===== src/sv/psnr_accumulator_macros.svh =====
// Assertion macros shared by the PSNR accumulator RTL.
// Depends on nothing; included by the files that assert.
`ifndef PSNR_ACCUMULATOR_MACROS_SVH
`define PSNR_ACCUMULATOR_MACROS_SVH

// same-cycle implication
`define PA_ASSERT_NOW(label, clk, rst_n, ante, cons) \
    label: assert property (@(posedge clk) disable iff (!rst_n) (ante) |-> (cons)) \
        else $error("psnr_accumulator: check failed");

// next-cycle implication
`define PA_ASSERT_NEXT(label, clk, rst_n, ante, cons) \
    label: assert property (@(posedge clk) disable iff (!rst_n) (ante) |=> (cons)) \
        else $error("psnr_accumulator: check failed");

`endif


===== src/sv/psnr_acc_pkg.sv =====
// Shared types and constants of the PSNR accumulator.
// Used by the front, queue, back and top level; depends on nothing.
package psnr_acc_pkg;
    localparam int CountBitsDef = 24;
    localparam int SseW         = 40;
    localparam int CountW       = 25;
    localparam int PsnrW        = 15;
    localparam int LogFrac      = 28;
    localparam int NumW         = 42;
    localparam int MsbW         = 6;
    localparam int LogW         = MsbW + LogFrac;
    localparam int KW           = 30;
    localparam int HalfW        = 17;
    localparam logic [PsnrW-1:0] PsnrMax     = 15'h7FFF;
    localparam logic [KW-1:0]    TenLog10Two = 30'd808071242;
    localparam logic [15:0]      PeakSq      = 16'd65025;

    typedef struct packed {
        logic [SseW-1:0]   sse;
        logic [CountW-1:0] count;
        logic              ovf;
    } t_plane;
endpackage


===== src/sv/psnr_accumulator.sv =====
// PSNR accumulator: takes one 8-bit pixel pair per cycle while the plane queue is not full.
// Per plane (marked by last_pixel) it returns SSE, count and PSNR in unsigned Q7.8 dB.
// The PSNR comes from the iterative log2 unit (one normalize shift and one 32x32 squaring
// per cycle, two logs per plane); a zero error sum skips it. A two-entry queue holds
// finished planes, so input stalls only when the queue is full.
module psnr_accumulator import psnr_acc_pkg::*; #(
    parameter int COUNT_BITS = CountBitsDef
) (
    input  logic              i_clk,
    input  logic              i_rst_n,
    input  logic              i_in_valid,
    output logic              o_in_ready,
    input  logic [7:0]        i_sample_a,
    input  logic [7:0]        i_sample_b,
    input  logic              i_last_pixel,
    output logic              o_out_valid,
    input  logic              i_out_ready,
    output logic [PsnrW-1:0]  o_psnr_db,
    output logic [SseW-1:0]   o_squared_error_sum,
    output logic [CountW-1:0] o_pixel_count,
    output logic              o_infinite,
    output logic              o_overflow
);
    logic   full, empty, push, pop;
    t_plane wr_plane, rd_plane;

    psnr_acc_front #(.COUNT_BITS(COUNT_BITS)) u_front (
        .i_clk        (i_clk),
        .i_rst_n      (i_rst_n),
        .i_valid      (i_in_valid),
        .o_ready      (o_in_ready),
        .i_sample_a   (i_sample_a),
        .i_sample_b   (i_sample_b),
        .i_last_pixel (i_last_pixel),
        .i_full       (full),
        .o_push       (push),
        .o_plane      (wr_plane)
    );

    psnr_acc_fifo u_fifo (
        .i_clk   (i_clk),
        .i_rst_n (i_rst_n),
        .i_push  (push),
        .i_plane (wr_plane),
        .i_pop   (pop),
        .o_full  (full),
        .o_empty (empty),
        .o_plane (rd_plane)
    );

    psnr_acc_back u_back (
        .i_clk               (i_clk),
        .i_rst_n             (i_rst_n),
        .i_empty             (empty),
        .i_plane             (rd_plane),
        .o_pop               (pop),
        .o_valid             (o_out_valid),
        .i_ready             (i_out_ready),
        .o_psnr_db           (o_psnr_db),
        .o_squared_error_sum (o_squared_error_sum),
        .o_pixel_count       (o_pixel_count),
        .o_infinite          (o_infinite),
        .o_overflow          (o_overflow)
    );
endmodule


===== src/sv/psnr_acc_front.sv =====
// Front part: accepts pixel pairs, accumulates squared error and count.
// Depends on psnr_acc_pkg; pushes finished plane totals into the queue.
module psnr_acc_front import psnr_acc_pkg::*; #(
    parameter int COUNT_BITS = CountBitsDef
) (
    input  logic       i_clk,
    input  logic       i_rst_n,
    input  logic       i_valid,
    output logic       o_ready,
    input  logic [7:0] i_sample_a,
    input  logic [7:0] i_sample_b,
    input  logic       i_last_pixel,
    input  logic       i_full,
    output logic       o_push,
    output t_plane     o_plane
);
`include "psnr_accumulator_macros.svh"

    localparam logic [CountW-1:0] CountCap =
        (COUNT_BITS >= CountW) ? {CountW{1'b1}} : CountW'(64'd1 << COUNT_BITS);

    logic [SseW-1:0]   r_sse, n_sse;
    logic [CountW-1:0] r_cnt, n_cnt;
    logic              r_ovf, n_ovf;
    logic [7:0]        diff;
    logic [15:0]       sq;
    logic [SseW:0]     sum;
    logic              take;

    assign o_ready = !i_full;
    assign take    = i_valid && o_ready;
    assign diff    = (i_sample_a >= i_sample_b) ? i_sample_a - i_sample_b
                                                : i_sample_b - i_sample_a;
    assign sq      = diff * diff;
    assign sum     = {1'b0, r_sse} + {{(SseW-15){1'b0}}, sq};

    always_comb begin
        n_sse = sum[SseW] ? {SseW{1'b1}} : sum[SseW-1:0];
        n_cnt = r_cnt;
        n_ovf = r_ovf;
        if (r_cnt >= CountCap) begin
            n_ovf = 1'b1;
        end else begin
            n_cnt = r_cnt + 1'b1;
        end
    end

    assign o_push        = take && i_last_pixel;
    assign o_plane.sse   = n_sse;
    assign o_plane.count = n_cnt;
    assign o_plane.ovf   = n_ovf;

    always_ff @(posedge i_clk) begin
        if (!i_rst_n) begin
            r_sse <= '0;
            r_cnt <= '0;
            r_ovf <= 1'b0;
        end else if (take) begin
            if (i_last_pixel) begin
                r_sse <= '0;
                r_cnt <= '0;
                r_ovf <= 1'b0;
            end else begin
                r_sse <= n_sse;
                r_cnt <= n_cnt;
                r_ovf <= n_ovf;
            end
        end
    end

    `PA_ASSERT_NOW(a_cnt_capped, i_clk, i_rst_n, 1'b1, r_cnt <= CountCap)
endmodule


===== src/sv/psnr_acc_fifo.sv =====
// Two-entry queue of plane totals between front and back.
// Depends on psnr_acc_pkg for the plane record.
module psnr_acc_fifo import psnr_acc_pkg::*; (
    input  logic   i_clk,
    input  logic   i_rst_n,
    input  logic   i_push,
    input  t_plane i_plane,
    input  logic   i_pop,
    output logic   o_full,
    output logic   o_empty,
    output t_plane o_plane
);
`include "psnr_accumulator_macros.svh"

    t_plane     r_mem [2];
    logic       r_wptr, r_rptr;
    logic [1:0] r_cnt;

    assign o_full  = (r_cnt == 2'd2);
    assign o_empty = (r_cnt == 2'd0);
    assign o_plane = r_mem[r_rptr];

    always_ff @(posedge i_clk) begin
        if (i_push) begin
            r_mem[r_wptr] <= i_plane;
        end
    end

    always_ff @(posedge i_clk) begin
        if (!i_rst_n) begin
            r_wptr <= 1'b0;
            r_rptr <= 1'b0;
            r_cnt  <= '0;
        end else begin
            if (i_push) r_wptr <= ~r_wptr;
            if (i_pop)  r_rptr <= ~r_rptr;
            r_cnt <= r_cnt + {1'b0, i_push} - {1'b0, i_pop};
        end
    end

    `PA_ASSERT_NOW(a_no_overrun, i_clk, i_rst_n, i_push, !o_full)
    `PA_ASSERT_NOW(a_no_underrun, i_clk, i_rst_n, i_pop, !o_empty)
endmodule


===== src/sv/psnr_acc_back.sv =====
// Back part: iterative log2 unit, scaling multiply and result register.
// Depends on psnr_acc_pkg; pops plane totals from the queue.
module psnr_acc_back import psnr_acc_pkg::*; (
    input  logic              i_clk,
    input  logic              i_rst_n,
    input  logic              i_empty,
    input  t_plane            i_plane,
    output logic              o_pop,
    output logic              o_valid,
    input  logic              i_ready,
    output logic [PsnrW-1:0]  o_psnr_db,
    output logic [SseW-1:0]   o_squared_error_sum,
    output logic [CountW-1:0] o_pixel_count,
    output logic              o_infinite,
    output logic              o_overflow
);
`include "psnr_accumulator_macros.svh"

    typedef enum logic [3:0] {
        S_IDLE, S_PROD, S_NORM, S_SQR, S_DIFF, S_MUL_LO, S_MUL_HI, S_ROUND, S_DONE
    } t_state;

    t_state              r_state;
    logic [SseW-1:0]     r_sse;
    logic [CountW-1:0]   r_cnt;
    logic                r_ovf, r_inf, r_den;
    logic [NumW-1:0]     r_x;
    logic [MsbW-1:0]     r_msb;
    logic [31:0]         r_m;
    logic [LogFrac-1:0]  r_frac;
    logic [4:0]          r_it;
    logic [LogW-1:0]     r_ln, r_ld, r_diff;
    logic [63:0]         r_p;
    logic [PsnrW-1:0]    r_psnr;
    logic                r_oval;
    logic [PsnrW-1:0]    r_out_psnr;
    logic [SseW-1:0]     r_out_sse;
    logic [CountW-1:0]   r_out_cnt;
    logic                r_out_inf, r_out_ovf;

    logic [63:0]         sq;
    logic [32:0]         t;
    logic [LogFrac-1:0]  n_frac;
    logic [64:0]         rnd;
    logic [16:0]         q;

    assign sq     = r_m * r_m;
    assign t      = sq[63:31];
    assign n_frac = {r_frac[LogFrac-2:0], t[32]};
    assign rnd    = {1'b0, r_p} + (65'd1 << 47);
    assign q      = rnd[64:48];
    assign o_pop  = (r_state == S_IDLE) && !i_empty;

    assign o_valid             = r_oval;
    assign o_psnr_db           = r_out_psnr;
    assign o_squared_error_sum = r_out_sse;
    assign o_pixel_count       = r_out_cnt;
    assign o_infinite          = r_out_inf;
    assign o_overflow          = r_out_ovf;

    always_ff @(posedge i_clk) begin
        if (!i_rst_n) begin
            r_state <= S_IDLE;
            r_oval  <= 1'b0;
        end else begin
            if (r_oval && i_ready && (r_state != S_DONE)) r_oval <= 1'b0;
            unique case (r_state)
                S_IDLE: begin
                    if (!i_empty) begin
                        r_sse <= i_plane.sse;
                        r_cnt <= i_plane.count;
                        r_ovf <= i_plane.ovf;
                        r_inf <= (i_plane.sse == '0);
                        r_psnr <= PsnrMax;
                        r_state <= (i_plane.sse == '0) ? S_DONE : S_PROD;
                    end
                end
                S_PROD: begin
                    r_x     <= NumW'(r_cnt) * NumW'(PeakSq);
                    r_msb   <= MsbW'(NumW - 1);
                    r_den   <= 1'b0;
                    r_state <= S_NORM;
                end
                S_NORM: begin
                    if (r_x[NumW-1]) begin
                        r_m     <= r_x[NumW-1:NumW-32];
                        r_frac  <= '0;
                        r_it    <= '0;
                        r_state <= S_SQR;
                    end else begin
                        r_x   <= {r_x[NumW-2:0], 1'b0};
                        r_msb <= r_msb - 1'b1;
                    end
                end
                S_SQR: begin
                    r_m    <= t[32] ? t[32:1] : t[31:0];
                    r_frac <= n_frac;
                    r_it   <= r_it + 1'b1;
                    if (r_it == 5'(LogFrac - 1)) begin
                        if (!r_den) begin
                            r_ln    <= {r_msb, n_frac};
                            r_den   <= 1'b1;
                            r_x     <= {{(NumW-SseW){1'b0}}, r_sse};
                            r_msb   <= MsbW'(NumW - 1);
                            r_state <= S_NORM;
                        end else begin
                            r_ld    <= {r_msb, n_frac};
                            r_state <= S_DIFF;
                        end
                    end
                end
                S_DIFF: begin
                    if (r_ln <= r_ld) begin
                        r_psnr  <= '0;
                        r_state <= S_DONE;
                    end else begin
                        r_diff  <= r_ln - r_ld;
                        r_state <= S_MUL_LO;
                    end
                end
                S_MUL_LO: begin
                    r_p     <= 64'(r_diff[HalfW-1:0]) * 64'(TenLog10Two);
                    r_state <= S_MUL_HI;
                end
                S_MUL_HI: begin
                    r_p     <= r_p + ((64'(r_diff[LogW-1:HalfW]) * 64'(TenLog10Two)) << HalfW);
                    r_state <= S_ROUND;
                end
                S_ROUND: begin
                    r_psnr  <= (q > 17'(PsnrMax)) ? PsnrMax : q[PsnrW-1:0];
                    r_state <= S_DONE;
                end
                S_DONE: begin
                    if (!r_oval || i_ready) begin
                        r_oval     <= 1'b1;
                        r_out_psnr <= r_psnr;
                        r_out_sse  <= r_sse;
                        r_out_cnt  <= r_cnt;
                        r_out_inf  <= r_inf;
                        r_out_ovf  <= r_ovf;
                        r_state    <= S_IDLE;
                    end
                end
                default: r_state <= S_IDLE;
            endcase
        end
    end

    `PA_ASSERT_NOW(a_inf_max, i_clk, i_rst_n, r_oval && r_out_inf, r_out_psnr == PsnrMax)
    `PA_ASSERT_NOW(a_sqr_bound, i_clk, i_rst_n, r_state == S_SQR, r_it < 5'(LogFrac))
endmodule

===== config.mk =====
export PLATFORM = sky130hd
export DESIGN_NAME = psnr_accumulator
export DESIGN_NICKNAME = d
export VERILOG_FILES = /design/src/sv/psnr_acc_pkg.sv /design/src/sv/psnr_accumulator.sv /design/src/sv/psnr_acc_front.sv /design/src/sv/psnr_acc_fifo.sv /design/src/sv/psnr_acc_back.sv
export VERILOG_INCLUDE_DIRS = /design/src /design/src/sv
export SDC_FILE = /design/constraint.sdc
export NUM_CORES = 2
export LEC_CHECK = 0
export BUFFER_PORTS_ARGS = -buffer_cell sky130_fd_sc_hd__buf_2
export CORE_MARGIN = 4
export CORE_UTILIZATION = 48
export CTS_CLUSTER_SIZE = 40
export DETAILED_ROUTE_END_ITERATION = 8
export PLACE_DENSITY_LB_ADDON = 0.08
export SLEW_MARGIN = 20
export SYNTH_ARGS = -nofsm -noshare
export SYNTH_HDL_FRONTEND = slang
export SYNTH_SLANG_ARGS = --single-unit

===== constraint.sdc =====
create_clock -name i_clk -period 11.6 [get_ports i_clk]
set_input_delay 1.16 -clock i_clk [delete_from_list [all_inputs] [get_ports i_clk]]
set_output_delay 1.16 -clock i_clk [all_outputs]
set_load 0.005 [all_outputs]

==> impl_results.md <==
- Status: finished clean
- Worst slew pin tran: between 1 and 1.5 ns
- Critical path peak fanout: 24
- Die Area: 167,000 µm²
- Delay-heaviest family, CP: adder cells
- Initial core utilization: slightly below 50%
- HP Class: reg2reg
- Longest Clk Path Bufs: 3
- Post-synthesis instance area: around 77,000 µm²
- Startpoint types: flop
- DR iter-0 viols: ~3,000
- Drt drc: 0
- Most common cell after layout, fill and taps aside: inv_1
- Worst-Skew Late Latency: between 0.6 and 0.7 ns
- Fillers: 14,500
- IO Pins: roughly 110
- Most frequent cells in the layout: inv_1, fa_1, ha_1, edfxtp_1, nand2_1
- Post-CTS Setup Bufs: 0
- Syn Inst Count: around 7,400
- Post-Synthesis Net Count: 9,479
- Post-synth EDFFs: 557
- Final Hold Fails: 0
- Die X: 408 µm
- # port buffers: between 100 and 150
- Detail Route Antenna Nets: 0
- Synth top area share: approximately 29%
- Vias in the first global route: 55,200
- Slew Limit Fails: 0
- Max cap viols: 0
- Area Growth Syn to Fin: 6.99%
- Grt ovf: 0
- Final setup vio count: 0
- Total CTS buffers: 75
- Clock-pin slew on the worst setup and hold paths: approximately 0.070 ns
- RSZ-0062 raised after global routing: false
- Core area: around 160,000 µm²
- Ys Warns: 0
- Crit path buffers/inverters: 7
- Crit-path max cell delay: between 1 and 1.5 ns
- DR pass1 iterations: 5
- Placer congestion estimate: between 0.8 and 0.9
- Setup Total Neg Slack: 0 ns
- Final Cycle Share: about nine tenths
- Yosys cell types: 90
- Hold buffer count at cts: 0
- Top_reg_cell synth: edfxtp_1
- Pin count of the biggest net entering global routing: slightly below 70
- Register area share after synthesis: a little under a quarter
- Share of layout cells above drive strength 1: roughly 5.6%
- Relative slew slack: approximately a fifth
- CP Capture Type: flop
- Area contributors post-synth: fa_1, edfxtp_1, ha_1, inv_1, nand2_1
- Routed wire length: a little under 200,000 µm
- Minimum clock period: ~10 ns
- Via count: roughly 51,000
- Syn avg cell area: 10.4 µm²
- CTS tree: done
- Area leader, netlist: fa_1
- Fin nets: about 9,500
- Site row count: between 100 and 150
- CTS resizes: 0
- DR vias/cell: about 5.4
- Die Ht: around 400 µm
- GRT Total Usage: 23.9%
- HPWL Detailed: roughly 160,000 µm
- Routed length per instance: between 20 and 25 µm
- Setup Skew: approximately 0.043 ns
- Fmax: between 90 and 100 MHz
- Clock sink total: approximately 630
- Critical Path AT: 10.59 ns
- CP required: 11.96 ns
- Antenna violations before repair: 3
- First-pass GRT wire length: between 300,000 and 400,000 µm
- Clock root buffer: clkbuf_16
- FFs w/ async S/R, synth: 0%
- Flops & latches, synth: 633
- H-tree Lvls: 3
- CP dominant cell by count: fa_1
- Slowest cell on the critical path: edfxtp_1
- Critical path class: reg2reg
- Number of antenna diodes: 0
==> cell usage after synthesis (125+ instances only) <==
library cell  instances
a21o_1              147
a21oi_1             291
and2_1              247
clkbuf_1            192
edfxtp_1            557
fa_1               1104
ha_1                939
inv_1              1601
nand2_1             491
nor2_1              297
o21ai_0             206
xnor2_1             185
xor2_1              125
==> state kept, by name, indices dropped and copies added, names as in the netlist, 2 cells and up, named ones only <==
name,flops
u_fifo.r_mem,132
u_back.r_p,46
u_back.r_x,42
u_back.o_squared_error_sum,40
u_back.r_sse,40
u_front.r_sse,40
u_back.r_diff,34
u_back.r_ld,34
u_back.r_ln,34
u_back.r_m,32
u_back.r_frac,27
u_back.o_pixel_count,25
u_back.r_cnt,25
u_front.r_cnt,25
u_back.o_psnr_db,15
u_back.r_psnr,15
u_back.r_msb,6
u_back.r_it,5
u_back.r_state,4
u_fifo.r_cnt,2
==> layout make-up <==
cell class              count  area, µm²  area share, %
clock buffers             103       2050           2.50
multi-input cells        4969      51800           63.0
inverters                1603       6020           7.32
repair buffers            178       1090           1.32
clock inverters            34        397          0.483
well taps                2072       2590           3.15
flip-flops and latches    633      18300           22.2
==> cells by family (layout without fill, tap and decap cells) <==
logic type | after synthesis | count (layout) | share of synthesized area (%)
buffers and inverters | 1813 | 1918 | 8.94
and+or+nand+nor | 1480 | 1480 | 9.44
xor gates and xnor gates | 311 | 311 | 3.56
AOI/OAI and AO/OA | 1023 | 1023 | 8.68
DFF | 633 | 633 | 23.8
muxes | 112 | 112 | 1.57
adders and majority gates | 2043 | 2043 | 44.1
==> layer usage <==
metal	vias to the layer above	wire, µm	global-route usage (%)
met5	-	0	0
met4	0	4670	5.15
met3	215	8280	2.92
met2	1011	95500	41.1
met1	25900	86800	32.6
li1	24200	-	-
==> stage by stage <==
| step | hold WS, ns | setup slack [ns] | util, % | std cells | instance area [µm²] |
|---|---|---|---|---|---|
| floorplan | 0.400 | 2.91 | - | 7415 | 76800 |
| global placement | 0.402 | 1.19 | 50.2 | 9455 | 79700 |
| CTS | 0.418 | 1.20 | 51.8 | 9592 | 82200 |
| finish | 0.416 | 1.37 | 51.8 | 9592 | 82200 |
| global route | 0.421 | 0.953 | 51.8 | 9592 | 82200 |
| detailed placement | 0.405 | 1.23 | 50.2 | 9455 | 79700 |
==> final timing paths <==
kind / from / endpoint / slack (ns) / depth (start not counted)
setup reg to reg: u_back.r_m[20] / u_back.r_m[1] / 1.37 / 27
hold / removal: u_back.r_psnr[5] / u_back.o_psnr_db[5] / 0.42 / 0
hold reg to reg: u_back.r_psnr[5] / u_back.o_psnr_db[5] / 0.42 / 0
setup / recovery: u_back.r_m[20] / u_back.r_m[1] / 1.37 / 27
Power is left out: the tool's default activity adds up to more than one toggle a clock period on the data nets, which glitch-free logic cannot reach.
